===== src/design/llq_pkg.sv =====
package llq_pkg;

	localparam int NODES   = 16;
	localparam int QUEUES  = 4;
	localparam int NODE_W  = $clog2(NODES);
	localparam int QUEUE_W = $clog2(QUEUES);
	localparam int COUNT_W = $clog2(NODES + 1);

	typedef enum logic {
		FUNC_APPEND = 1'b0,
		FUNC_REMOVE = 1'b1
	} func_t;

	typedef enum logic [1:0] {
		ST_OK             = 2'd0,
		ST_ALREADY_QUEUED = 2'd1,
		ST_QUEUE_EMPTY    = 2'd2,
		ST_NOT_IN_QUEUE   = 2'd3
	} status_t;

	typedef logic [NODE_W-1:0]  node_t;
	typedef logic [QUEUE_W-1:0] queue_t;
	typedef logic [COUNT_W-1:0] count_t;

	typedef struct packed {
		func_t  func;
		queue_t queue_id;
		node_t  node_index;
	} req_t;

	typedef struct packed {
		status_t status;
		count_t  count;
		node_t   head_node;
		logic    head_valid;
	} rsp_t;

endpackage


===== src/design/llq_req_if.sv =====
interface llq_req_if;
	import llq_pkg::*;

	logic   valid;
	logic   ready;
	logic   func;
	queue_t queue_id;
	node_t  node_index;

	modport source (output valid, output func, output queue_id, output node_index,
		input ready);
	modport sink (input valid, input func, input queue_id, input node_index,
		output ready);
endinterface


===== src/design/llq_rsp_if.sv =====
interface llq_rsp_if;
	import llq_pkg::*;

	logic          valid;
	logic          ready;
	logic    [1:0] status;
	count_t        count;
	node_t         head_node;
	logic          head_valid;

	modport source (output valid, output status, output count, output head_node,
		output head_valid, input ready);
	modport sink (input valid, input status, input count, input head_node,
		input head_valid, output ready);
endinterface


===== src/design/llq_state.sv =====
module llq_state (
	input  logic         clk,
	input  logic         arst_n,
	input  logic         commit,
	input  llq_pkg::req_t req,
	output llq_pkg::rsp_t rsp
);
	import llq_pkg::*;

	// Ring links, owner tags, heads and tails are only read for queued nodes or
	// nonempty queues, so they carry no reset.
	node_t  next_q  [NODES];
	node_t  prev_q  [NODES];
	queue_t owner_q [NODES];
	node_t  head_q  [QUEUES];
	node_t  tail_q  [QUEUES];
	logic   [NODES-1:0] inq_q;
	count_t count_q [QUEUES];

	queue_t q;
	node_t  n;
	count_t cnt;
	node_t  h;
	node_t  t;
	node_t  p;
	node_t  s;
	logic   member;
	logic   do_append;
	logic   do_remove;

	assign q      = req.queue_id;
	assign n      = req.node_index;
	assign cnt    = count_q[q];
	assign h      = head_q[q];
	assign t      = tail_q[q];
	assign p      = prev_q[n];
	assign s      = next_q[n];
	assign member = inq_q[n] && (owner_q[n] == q);

	always_comb begin
		do_append      = 1'b0;
		do_remove      = 1'b0;
		rsp.status     = ST_OK;
		rsp.count      = cnt;
		rsp.head_node  = h;
		rsp.head_valid = (cnt != '0);
		unique case (req.func)
			FUNC_APPEND: begin
				if (inq_q[n]) begin
					rsp.status = ST_ALREADY_QUEUED;
				end else begin
					do_append      = 1'b1;
					rsp.count      = cnt + count_t'(1);
					rsp.head_node  = (cnt == '0) ? n : h;
					rsp.head_valid = 1'b1;
				end
			end
			FUNC_REMOVE: begin
				if (cnt == '0) begin
					rsp.status = ST_QUEUE_EMPTY;
				end else if (!member) begin
					rsp.status = ST_NOT_IN_QUEUE;
				end else begin
					do_remove      = 1'b1;
					rsp.count      = cnt - count_t'(1);
					rsp.head_node  = (h == n) ? s : h;
					rsp.head_valid = (cnt != count_t'(1));
				end
			end
			default: begin
				rsp.status = ST_OK;
			end
		endcase
		if (!rsp.head_valid) begin
			rsp.head_node = '0;
		end
	end

	always_ff @(posedge clk) begin
		if (commit && do_append) begin
			owner_q[n] <= q;
			tail_q[q]  <= n;
			if (cnt == '0) begin
				head_q[q] <= n;
				next_q[n] <= n;
				prev_q[n] <= n;
			end else begin
				next_q[t] <= n;
				prev_q[n] <= t;
				next_q[n] <= h;
				prev_q[h] <= n;
			end
		end
		if (commit && do_remove) begin
			next_q[p] <= s;
			prev_q[s] <= p;
			if (h == n) begin
				head_q[q] <= s;
			end
			if (t == n) begin
				tail_q[q] <= p;
			end
		end
	end

	always_ff @(posedge clk or negedge arst_n) begin
		if (!arst_n) begin
			inq_q <= '0;
			for (int i = 0; i < QUEUES; i++) begin
				count_q[i] <= '0;
			end
		end else if (commit) begin
			if (do_append) begin
				inq_q[n]   <= 1'b1;
				count_q[q] <= cnt + count_t'(1);
			end else if (do_remove) begin
				inq_q[n]   <= 1'b0;
				count_q[q] <= cnt - count_t'(1);
			end
		end
	end

endmodule


===== src/design/linked_list_queue_manager.sv =====
// Flow: an accepted request waits in the input register, is evaluated and committed as it
// moves into the result register, and its result transaction completes from there.
// Throughput: one request per cycle while the result channel keeps up; the state tables
// are updated at the edge where the request leaves the input register, so every request sees its forerunner.
// Reset: asynchronous and active low; it clears the membership bits, the queue counts and
// both pipeline valid flags. Link, owner, head and tail tables stay undefined until written.
module linked_list_queue_manager (
	input  logic         clk,
	input  logic         arst_n,
	llq_req_if.sink      req,
	llq_rsp_if.source    rsp
);
	import llq_pkg::*;

	// The input register holds one request transaction. It is evaluated against
	// the state tables by a single pass of logic, and the answer lands in the
	// result register at the same edge that commits the table update.
	logic  valid_s1;
	req_t  req_s1;
	logic  valid_s2;
	rsp_t  rsp_s2;
	rsp_t  rsp_comb;
	logic  advance;

	// The request in the input register may move on when the result register is
	// empty or its transaction completes in this cycle. The input register in
	// turn takes a new request whenever it is empty or moves on, so a waiting
	// result holds off new requests only once the input register is occupied too.
	assign advance   = valid_s1 && (!valid_s2 || rsp.ready);
	assign req.ready = !valid_s1 || advance;

	always_ff @(posedge clk or negedge arst_n) begin
		if (!arst_n) begin
			valid_s1 <= 1'b0;
			valid_s2 <= 1'b0;
		end else begin
			if (req.valid && req.ready) begin
				valid_s1 <= 1'b1;
			end else if (advance) begin
				valid_s1 <= 1'b0;
			end
			if (advance) begin
				valid_s2 <= 1'b1;
			end else if (rsp.ready) begin
				valid_s2 <= 1'b0;
			end
		end
	end

	always_ff @(posedge clk) begin
		if (req.valid && req.ready) begin
			req_s1 <= '{func: func_t'(req.func), queue_id: req.queue_id,
				node_index: req.node_index};
		end
		if (advance) begin
			rsp_s2 <= rsp_comb;
		end
	end

	// The state block both answers the request and, when it commits, applies
	// the link, membership and count changes.
	llq_state u_state (
		.clk    (clk),
		.arst_n (arst_n),
		.commit (advance),
		.req    (req_s1),
		.rsp    (rsp_comb)
	);

	assign rsp.valid      = valid_s2;
	assign rsp.status     = rsp_s2.status;
	assign rsp.count      = rsp_s2.count;
	assign rsp.head_node  = rsp_s2.head_node;
	assign rsp.head_valid = rsp_s2.head_valid;

`ifndef ASSERT_OFF
	// A request that leaves the input register must show up as a result.
	a_advance_to_result: assert property (@(posedge clk) disable iff (!arst_n)
		advance |=> rsp.valid)
		else $error("request left the input register without a result");

	// The head flag must agree with the reported element count.
	a_head_matches_count: assert property (@(posedge clk) disable iff (!arst_n)
		rsp.valid |-> (rsp.head_valid == (rsp.count != '0)))
		else $error("head_valid disagrees with count");

	// No queue can hold more nodes than the pool has.
	a_count_bound: assert property (@(posedge clk) disable iff (!arst_n)
		rsp.valid |-> (rsp.count <= count_t'(NODES)))
		else $error("queue count exceeds the node pool");

	// An empty queue failure reports an empty queue.
	a_empty_status: assert property (@(posedge clk) disable iff (!arst_n)
		(rsp.valid && (rsp.status == ST_QUEUE_EMPTY)) |->
		((rsp.count == '0) && !rsp.head_valid))
		else $error("empty queue status with a nonempty queue");
`endif

endmodule


===== src/flat_wrapper.sv =====
// flat-port wrapper written by rule: the top's interface ports become plain ports
module linked_list_queue_manager_flat import llq_pkg::*;
  (clk, arst_n, req_valid, req_func, req_queue_id, req_node_index, req_ready, rsp_valid, rsp_status, rsp_count, rsp_head_node, rsp_head_valid, rsp_ready);
  llq_req_if req_i ();
  llq_rsp_if rsp_i ();
  input  logic clk;
  input  logic arst_n;
  input wire logic [$bits(req_i.valid)-1:0] req_valid;
  input wire logic [$bits(req_i.func)-1:0] req_func;
  input wire logic [$bits(req_i.queue_id)-1:0] req_queue_id;
  input wire logic [$bits(req_i.node_index)-1:0] req_node_index;
  output wire logic [$bits(req_i.ready)-1:0] req_ready;
  output wire logic [$bits(rsp_i.valid)-1:0] rsp_valid;
  output wire logic [$bits(rsp_i.status)-1:0] rsp_status;
  output wire logic [$bits(rsp_i.count)-1:0] rsp_count;
  output wire logic [$bits(rsp_i.head_node)-1:0] rsp_head_node;
  output wire logic [$bits(rsp_i.head_valid)-1:0] rsp_head_valid;
  input wire logic [$bits(rsp_i.ready)-1:0] rsp_ready;
  assign req_i.valid = req_valid;
  assign req_i.func = req_func;
  assign req_i.queue_id = req_queue_id;
  assign req_i.node_index = req_node_index;
  assign req_ready = req_i.ready;
  assign rsp_valid = rsp_i.valid;
  assign rsp_status = rsp_i.status;
  assign rsp_count = rsp_i.count;
  assign rsp_head_node = rsp_i.head_node;
  assign rsp_head_valid = rsp_i.head_valid;
  assign rsp_i.ready = rsp_ready;
  linked_list_queue_manager u_core (.clk(clk), .arst_n(arst_n), .req(req_i), .rsp(rsp_i));
endmodule

===== config.mk =====
export PLATFORM = sky130hd
export DESIGN_NAME = linked_list_queue_manager_flat
export DESIGN_NICKNAME = d
export VERILOG_FILES = /design/src/design/llq_pkg.sv /design/src/design/llq_req_if.sv /design/src/design/llq_rsp_if.sv /design/src/design/llq_state.sv /design/src/design/linked_list_queue_manager.sv /design/src/flat_wrapper.sv
export SDC_FILE = /design/constraint.sdc
export NUM_CORES = 1
export LEC_CHECK = 0
export ABC_AREA = 1
export BUFFER_PORTS_ARGS = -buffer_cell sky130_fd_sc_hd__buf_4
export CAP_MARGIN = 20
export CORE_MARGIN = 3
export CORE_UTILIZATION = 35
export CTS_CLUSTER_DIAMETER = 30
export DETAILED_ROUTE_END_ITERATION = 10
export SLEW_MARGIN = 10
export SYNTH_ARGS = -nofsm -noshare
export SYNTH_HDL_FRONTEND = slang
export SYNTH_SLANG_ARGS = --single-unit
export TNS_END_PERCENT = 5

===== constraint.sdc =====
create_clock -name clk -period 3.2 [get_ports clk]
set_input_delay 0.32 -clock clk [delete_from_list [all_inputs] [get_ports clk]]
set_output_delay 0.32 -clock clk [all_outputs]
set_load 0.01 [all_outputs]

==> results of run 1 <==
layout make-up:
class	instances	area [µm²]	area share
Sequential cell	255	7410	0.440
Multi-Input combinational cell	1093	5510	0.327
Clock buffer	60	1350	0.0801
Timing Repair Buffer	107	905	0.0537
Tap cell	511	639	0.0379
Clock inverter	36	582	0.0345
Inverter	120	453	0.0269
per-layer routing:
layer	share of wire	wire (µm)	up-vias
li1	-	-	5444
met1	0.43	16600	5261
met2	0.47	18000	436
met3	0.069	2630	94
met4	0.029	1100	0
met5	0	0	-
power breakdown:
part | leakage [nW] | switching, mW | internal (mW)
combinational | 3.44 | 1.81 | 0.871
clock | 0.915 | 1.78 | 4.08
sequential | 2.46 | 0.152 | 4.05
synthesized netlist by cell type (all sizes together) (6+ instances only):
cell    number
a21oi       13
buf         34
clkbuf      42
dfrtp       38
dfxtp        6
edfxtp     211
inv        118
nand2      467
nand3       93
nand4       12
nor2       154
nor3        10
o211ai      11
o21ai      252
o21bai      22
o221ai      24
o22ai       11
xor2        10
timing repair:
action / 4_1_cts / 5_1_grt
setup buffers: 0 / 2
setup endpoints to repair: 16 / 202
hold buffers: 9 / 0
endpoints found under the hold margin: 47 / 0
pin swaps: 0 / 0
resized for setup: 4 / 73
cells in the final DEF (no fill, tap or decap), drive strengths merged, types with 11 or more instances in the layout:
master	instances
a21oi	13
buf	98
bufinv	13
clkbuf	60
clkinv	15
dfrtp	38
edfxtp	211
inv	121
nand2	467
nand3	93
nand4	12
nor2	154
o211ai	11
o21ai	252
o21bai	22
o221ai	24
o22ai	11
per-stage QoR:
step / std cells / util / instance area (µm²) / TNS (ns)
after floorplan: 1544 / - / 13400 / 0
after CTS: 2180 / 0.438 / 16500 / 0
after global placement: 2075 / 0.384 / 14500 / -0.707
after detailed placement: 2075 / 0.384 / 14500 / -0.799
final: 2182 / 0.447 / 16800 / 0
after global routing: 2182 / 0.447 / 16800 / -1.28
logic make-up after synthesis:
family | count (synthesis)
xor+xnor | 10
flops | 255
compound gates | 338
simple gates | 742
buf+inv | 196
fa+ha+maj | 3
worst paths after layout:
check / start / endpoint / cells past startpoint
worst max-delay path: flop / u_core.u_state.next_q[12][1] / 10
worst min-delay path: rsp_ready / u_core.rsp.valid / 4
worst max register to register: flop / u_core.u_state.next_q[12][1] / 10
worst min register to register: u_core.u_state.count_q[4] / u_core.u_state.count_q[4] / 2
max in group asynchronous: arst_n / async pin / 2
min in group asynchronous: arst_n / u_core.u_state.count_q[9] / 2
critical path, stage by stage (launching register included):
cell and delay, ns:
dfxtp_2 0.34, buf_4 0.29, buf_4 0.40, o21ai_0 0.17, o221ai_1 0.27, o211ai_1 0.24, nand2_1 0.22, nand4_1 0.19
nand2_2 0.22, nand3_2 0.19, o21bai_4 0.24
==> results.md, run 1 <==
* Outcome: finished, final reports clean
* Clock buffer count from CTS at 51
* GPL Wtd Cong at 0.936
* Cell area after synthesis at 0.0134 mm²
* Max-slew violation count at 0
* Vias per cell at 5.15
* Crit path time final at 3.10 ns
* CORE AREA at 0.0377 mm²
* Total GRT Usage at 0.186
* Worst-Skew Late Latency at 0.56 ns
* Crit share post-route at 0.970
* Critical Path RT at 3.44 ns
* Std-Cell Rows at 71
* Setup Skew at 0.0249 ns
* Pre-CTS setup slack at -0.0849 ns
* CTS tree: built
* Top post-synthesis cells by area: edfxtp_1 47%, nand2_1 13%, o21ai_0 7.6%
* Pwr dens at 757 mW/mm²
* Critical path class: reg -> reg
* Post-synth EDFFs at 211
* Top cell type's share of synthesized area at 0.473
* First-pass GRT wire length at 60.2 mm
* Diodes inserted at 0
* Seq/Total Area, Yosys at 0.553
* Syn Inst Count at 1544
* # setup viols final at 0
* Clock transition at the registers of the reported paths at 0.05 ns
* Synthesized-area fraction occupied by adder cells at 0.00280
* RSZ-0062 raised after global routing: yes
* Critical-path maximum fanout at 36
* Die area at 0.0407 mm²
* Max clock buf depth at 3
* CTS Root Buffer Type: clkbuf_16
* Async SR Flop Fraction at 0.149
* Mean post-synth cell area at 8.68 µm²
* Synthesized Nets at 1558
* Die Y-Extent at 202 µm
* Routed vias at 11235
* Worst-Margin Slew at 0.697 ns
* Largest family of logic cells by synthesized area: simple AND/OR/NAND/NOR gates
* Final hold viol count at 0
* Post-synthesis simple-gate area fraction at 0.234
* Mux cell area share after synthesis at 0
* PortBufs at 24
* Critical Path Sink Type: flop
* Cell taking the most area after synthesis: edfxtp_1
* PnR worst setup slack at 0.0958 ns
* Worst hold path type: in -> reg
* DRC at 0
* Worst rel slew slack at 0.535
* Met3 Resource Use GR at 0.0296
* Vias in the first global route at 10897
* Final layout net count at 1642
* Layout cell share with drive strength beyond 1 at 0.178
* Distinct cells, synth at 42
* Grt ovf at 0
* Max rail drop VDD at 0.578 mV
* Tot Pwr at 12.7 mW
* Ys flop type: edfxtp_1
* HPWL after DPL at 26.2 mm
* Max Cap Viol at 0
* R2R Setup Slk at 0.1 ns
* CP Launch Type: flop
* Starting density of the core at 0.356
* Pleak at 6.81 nW
* # fillers at 3566
* WHS at 0.0479 ns
* GR Util met2 at 0.305
* Total Wirelength at 38.3 mm
* H-tree Lvls at 2
* First-pass iteration count of the detailed router at 5
* Met1 Usage GRT at 0.251
* Critical path arrival at 3.34 ns
* Xor and xnor fraction of the mapped netlist area at 0.00654
* Post-route ant nets at 0
* Fmax at 322 MHz
* Yosys reg bits at 255
* First-iteration detailed-routing DRC count at 1077
* # IOs at 25
* Yosys Warn Count at 0
* Area growth syn-to-layout at 25.7%
* Largest net degree at the start of global routing at 42
* Clock sinks at 255
* Initial antenna violation count at 0
* Grt peak-use layer: met2
* Die width at 202 µm
* Complex-gate fraction of the synthesized area at 0.142
* Avg WL per Cell at 17.6 µm
No activity file was read; power rests on OpenSTA's default activity.
==> inputs of run 2 (changes only) <==
Settings changed: CORE_ASPECT_RATIO set to 0.9.
==> results.md, run 2 (synthesis gave the netlist of run 1 again) <==
* CTS tree: built
* Worst rel slew slack at 0.456 (-0.0791)
* Area growth syn-to-layout at 23.7%
* Starting density of the core at 0.358 (+0.00184)
* R2R Setup Slk at 0.06 ns (-0.04 ns)
* Sw frac at 0.313 (+0.0191)
* Max clock buf depth at 3 (unchanged)
* # IOs at 25 (unchanged)
* Outcome: finished, final reports clean
* Hold wc startpoint: req_node_index[1]
* Total Wirelength at 38.7 mm (+0.91%)
* Reg2reg end: u_core.u_state.prev_q[2][3]
* Max Cap Viol at 0 (unchanged)
* Critical Path Sink Type: flop
* Final cell count without fillers at 2164 (-0.82%)
* Sw Pwr at 3.73 mW (-0.49%)
* First-pass iteration count of the detailed router at 6 (+1)
* Routed vias at 11298 (+0.56%)
* Critical path's slowest cell: edfxtp_1
* Comb pwr share at 0.227 (+0.017)
* Vias per cell at 5.22 (+1.4%)
* Die Y-Extent at 192 µm (-5.0%)
* H-tree Lvls at 2 (unchanged)
* Flop pwr share at 0.355 (+0.025)
* Die width at 212 µm (+5.2%)
* Die area at 0.0407 mm² (about the same)
* Final layout net count at 1655 (+0.79%)
* Max rail drop VDD at 0.436 mV (-24%)
* Critical path class: reg -> reg
* First-pass GRT wire length at 60.6 mm (+0.65%)
* Avg WL per Cell at 17.9 µm (+1.7%)
* Pwr dens at 719 mW/mm² (-5.0%)
* CTS Root Buffer Type: clkbuf_16
* Clock power share at 0.418 (-0.042)
* Diodes inserted at 0 (unchanged)
* Total GRT Usage at 0.189 (+0.00329)
* Vias in the first global route at 10827 (-0.64%)
* Std-Cell Rows at 67 (-5.6%)
* CP cell instances: nor2_2 > buf_4 > a21oi_1 > nand2_1 > inv_1 > ha_1 > nand2_2 > nor2_4 > nor3_2 > buf_4 > nand4_1 > nand2_1 > nand3_2 > o21bai_1 > buf_4
* DRC at 0 (unchanged)
* PortBufs at 24 (unchanged)
* Final hold viol count at 0 (unchanged)
* Crit path time final at 3.14 ns (+0.0354 ns)
* # setup viols final at 0 (unchanged)
* Critical Path RT at 3.44 ns (about the same)
* Max-slew violation count at 0 (unchanged)
* Largest net degree at the start of global routing at 65 (+55%)
* Post-route ant nets at 0 (unchanged)
* Hold Path End: u_core.req_s1[1]
* R2r startpoint: u_core.req_s1[5]
* Grt ovf at 0 (unchanged)
* First-iteration detailed-routing DRC count at 1008 (-6.4%)
* Most used cell, CP: buf_4
* GPL Wtd Cong at 0.954 (+1.8%)
* Worst hold path type: in -> reg
* CP peak stage delay at 0.49 ns (+0.09 ns)
* HPWL after DPL at 26.4 mm (+0.65%)
* Critical path arrival at 3.38 ns (+0.04 ns)
* Clock buffer count from CTS at 51 (unchanged)
* Layout cell share with drive strength beyond 1 at 0.180 (+0.00191)
* # fillers at 3494 (-2.0%)
* Placed Instances at 2058 (-0.82%)
* Clock transition at the registers of the reported paths at 0.05 ns (about the same)
* Worst-Skew Late Latency at 0.55 ns (about the same)
* Setup Skew at 0.0299 ns (+0.00494 ns)
* Tot Pwr at 11.9 mW (-6.5%)
* Hold path depth at 1 (-3)
* Fmax at 319 MHz (-1.1%)
* RSZ-0062 raised after global routing: yes
* CORE AREA at 0.0375 mm² (-0.51%)
* Internal cell power at 8.19 mW (-9.1%)
* Pleak at 6.75 nW (-0.92%)
* CP Launch Type: flop
* Clock sinks at 255 (unchanged)
* Initial antenna violation count at 1 (+1)
* Most common cell after layout, fill and taps aside: nand2_1
* Critical-path maximum fanout at 10 (-72%)
* Crit share post-route at 0.981 (+0.0111)
* Worst-Margin Slew at 0.809 ns (+0.112 ns)
* R2r worst-path depth at 15 (+5)
* Most frequent cells in the layout: 432 x nand2_1, 211 x edfxtp_1, 204 x o21ai_0, 129 x nor2_1, 103 x buf_4
-- run 2: changes by cell type in the layout (fill, tap and decap cells not counted), sizes merged --
cell,change
buf,+13
clkinvlp,-1
dlymetal6s2s,+1
inv,+4
clkinv,+7
bufinv,-9
dlygate4sd3,-1
clkbuf,-4
-- run 2: critical path: cells and delay by family (launching register included) --
family,cells,cell delay [ns]
AND/OR/NAND/NOR,8,1.20
buffers and inverters,4,0.59
flip-flops,1,0.49
AO/OA/AOI/OAI,2,0.31
adder cells (fa/ha/maj),1,0.22
-- run 2: worst max-delay path by stage --
stage               depth (start not counted)             start  slack, ns                           end
global route                               16  u_core.req_s1[4]      -0.12   u_core.u_state.prev_q[6][3]
detailed placement                          9              flop      -0.04  u_core.u_state.prev_q[10][1]
CTS                                        14              flop      0.007  u_core.u_state.next_q[14][3]
finish                                     15  u_core.req_s1[5]       0.06   u_core.u_state.prev_q[2][3]
floorplan                                  14  u_core.req_s1[4]       0.14  u_core.u_state.next_q[12][0]
global placement                            9              flop      -0.06  u_core.u_state.prev_q[11][1]
-- run 2: timing repair --
action,CTS,global route
resized for setup,1,73
endpoints found under the hold margin,45,0
pin swaps,0,8
cloned,0,0
hold buffers,8,0
endpoints found under the setup margin,40,225
setup buffers,0,5
-- run 2: per-layer routing --
metal,up-vias,GRT usage,share of wire
li1,5468,-,-
met4,0,0.0560,0.022
met1,5295,0.278,0.46
met5,-,0,0
met3,76,0.0346,0.083
met2,459,0.285,0.44
-- run 2: power by group through the flow --
stage               Clock (mW)  Combinational (mW)  Sequential, mW
CTS                       5.04                2.62            4.22
global placement             0                2.58            4.28
detailed placement           0                2.59            4.27
finish                    4.98                2.70            4.23
floorplan                    0                1.67            4.23
global route              5.22                3.01            4.25
-- run 2: metrics by stage --
step                TNS [ns]  worst slack (ns)  area [µm²]  utilization  hold WS (ns)
floorplan                  0             0.142       13400            -        0.0244
global placement       -1.05           -0.0553       14500        0.387         0.320
detailed placement    -0.471           -0.0425       14500        0.387         0.316
CTS                        0           0.00677       16200        0.433       0.00725
global route           -3.23            -0.118       16600        0.442        0.0113
finish                     0            0.0604       16600        0.442        0.0225
-- run 2: area by class of cell --
cell class	instances	area [µm²]	share of cell area
repair buffers	120	1010	0.0608
clock buffers	56	1290	0.0781
clock inverters	37	339	0.0205
flip-flops and latches	255	7410	0.447
well taps	483	604	0.0365
multi-input cells	1093	5470	0.330
inverters	120	453	0.0273
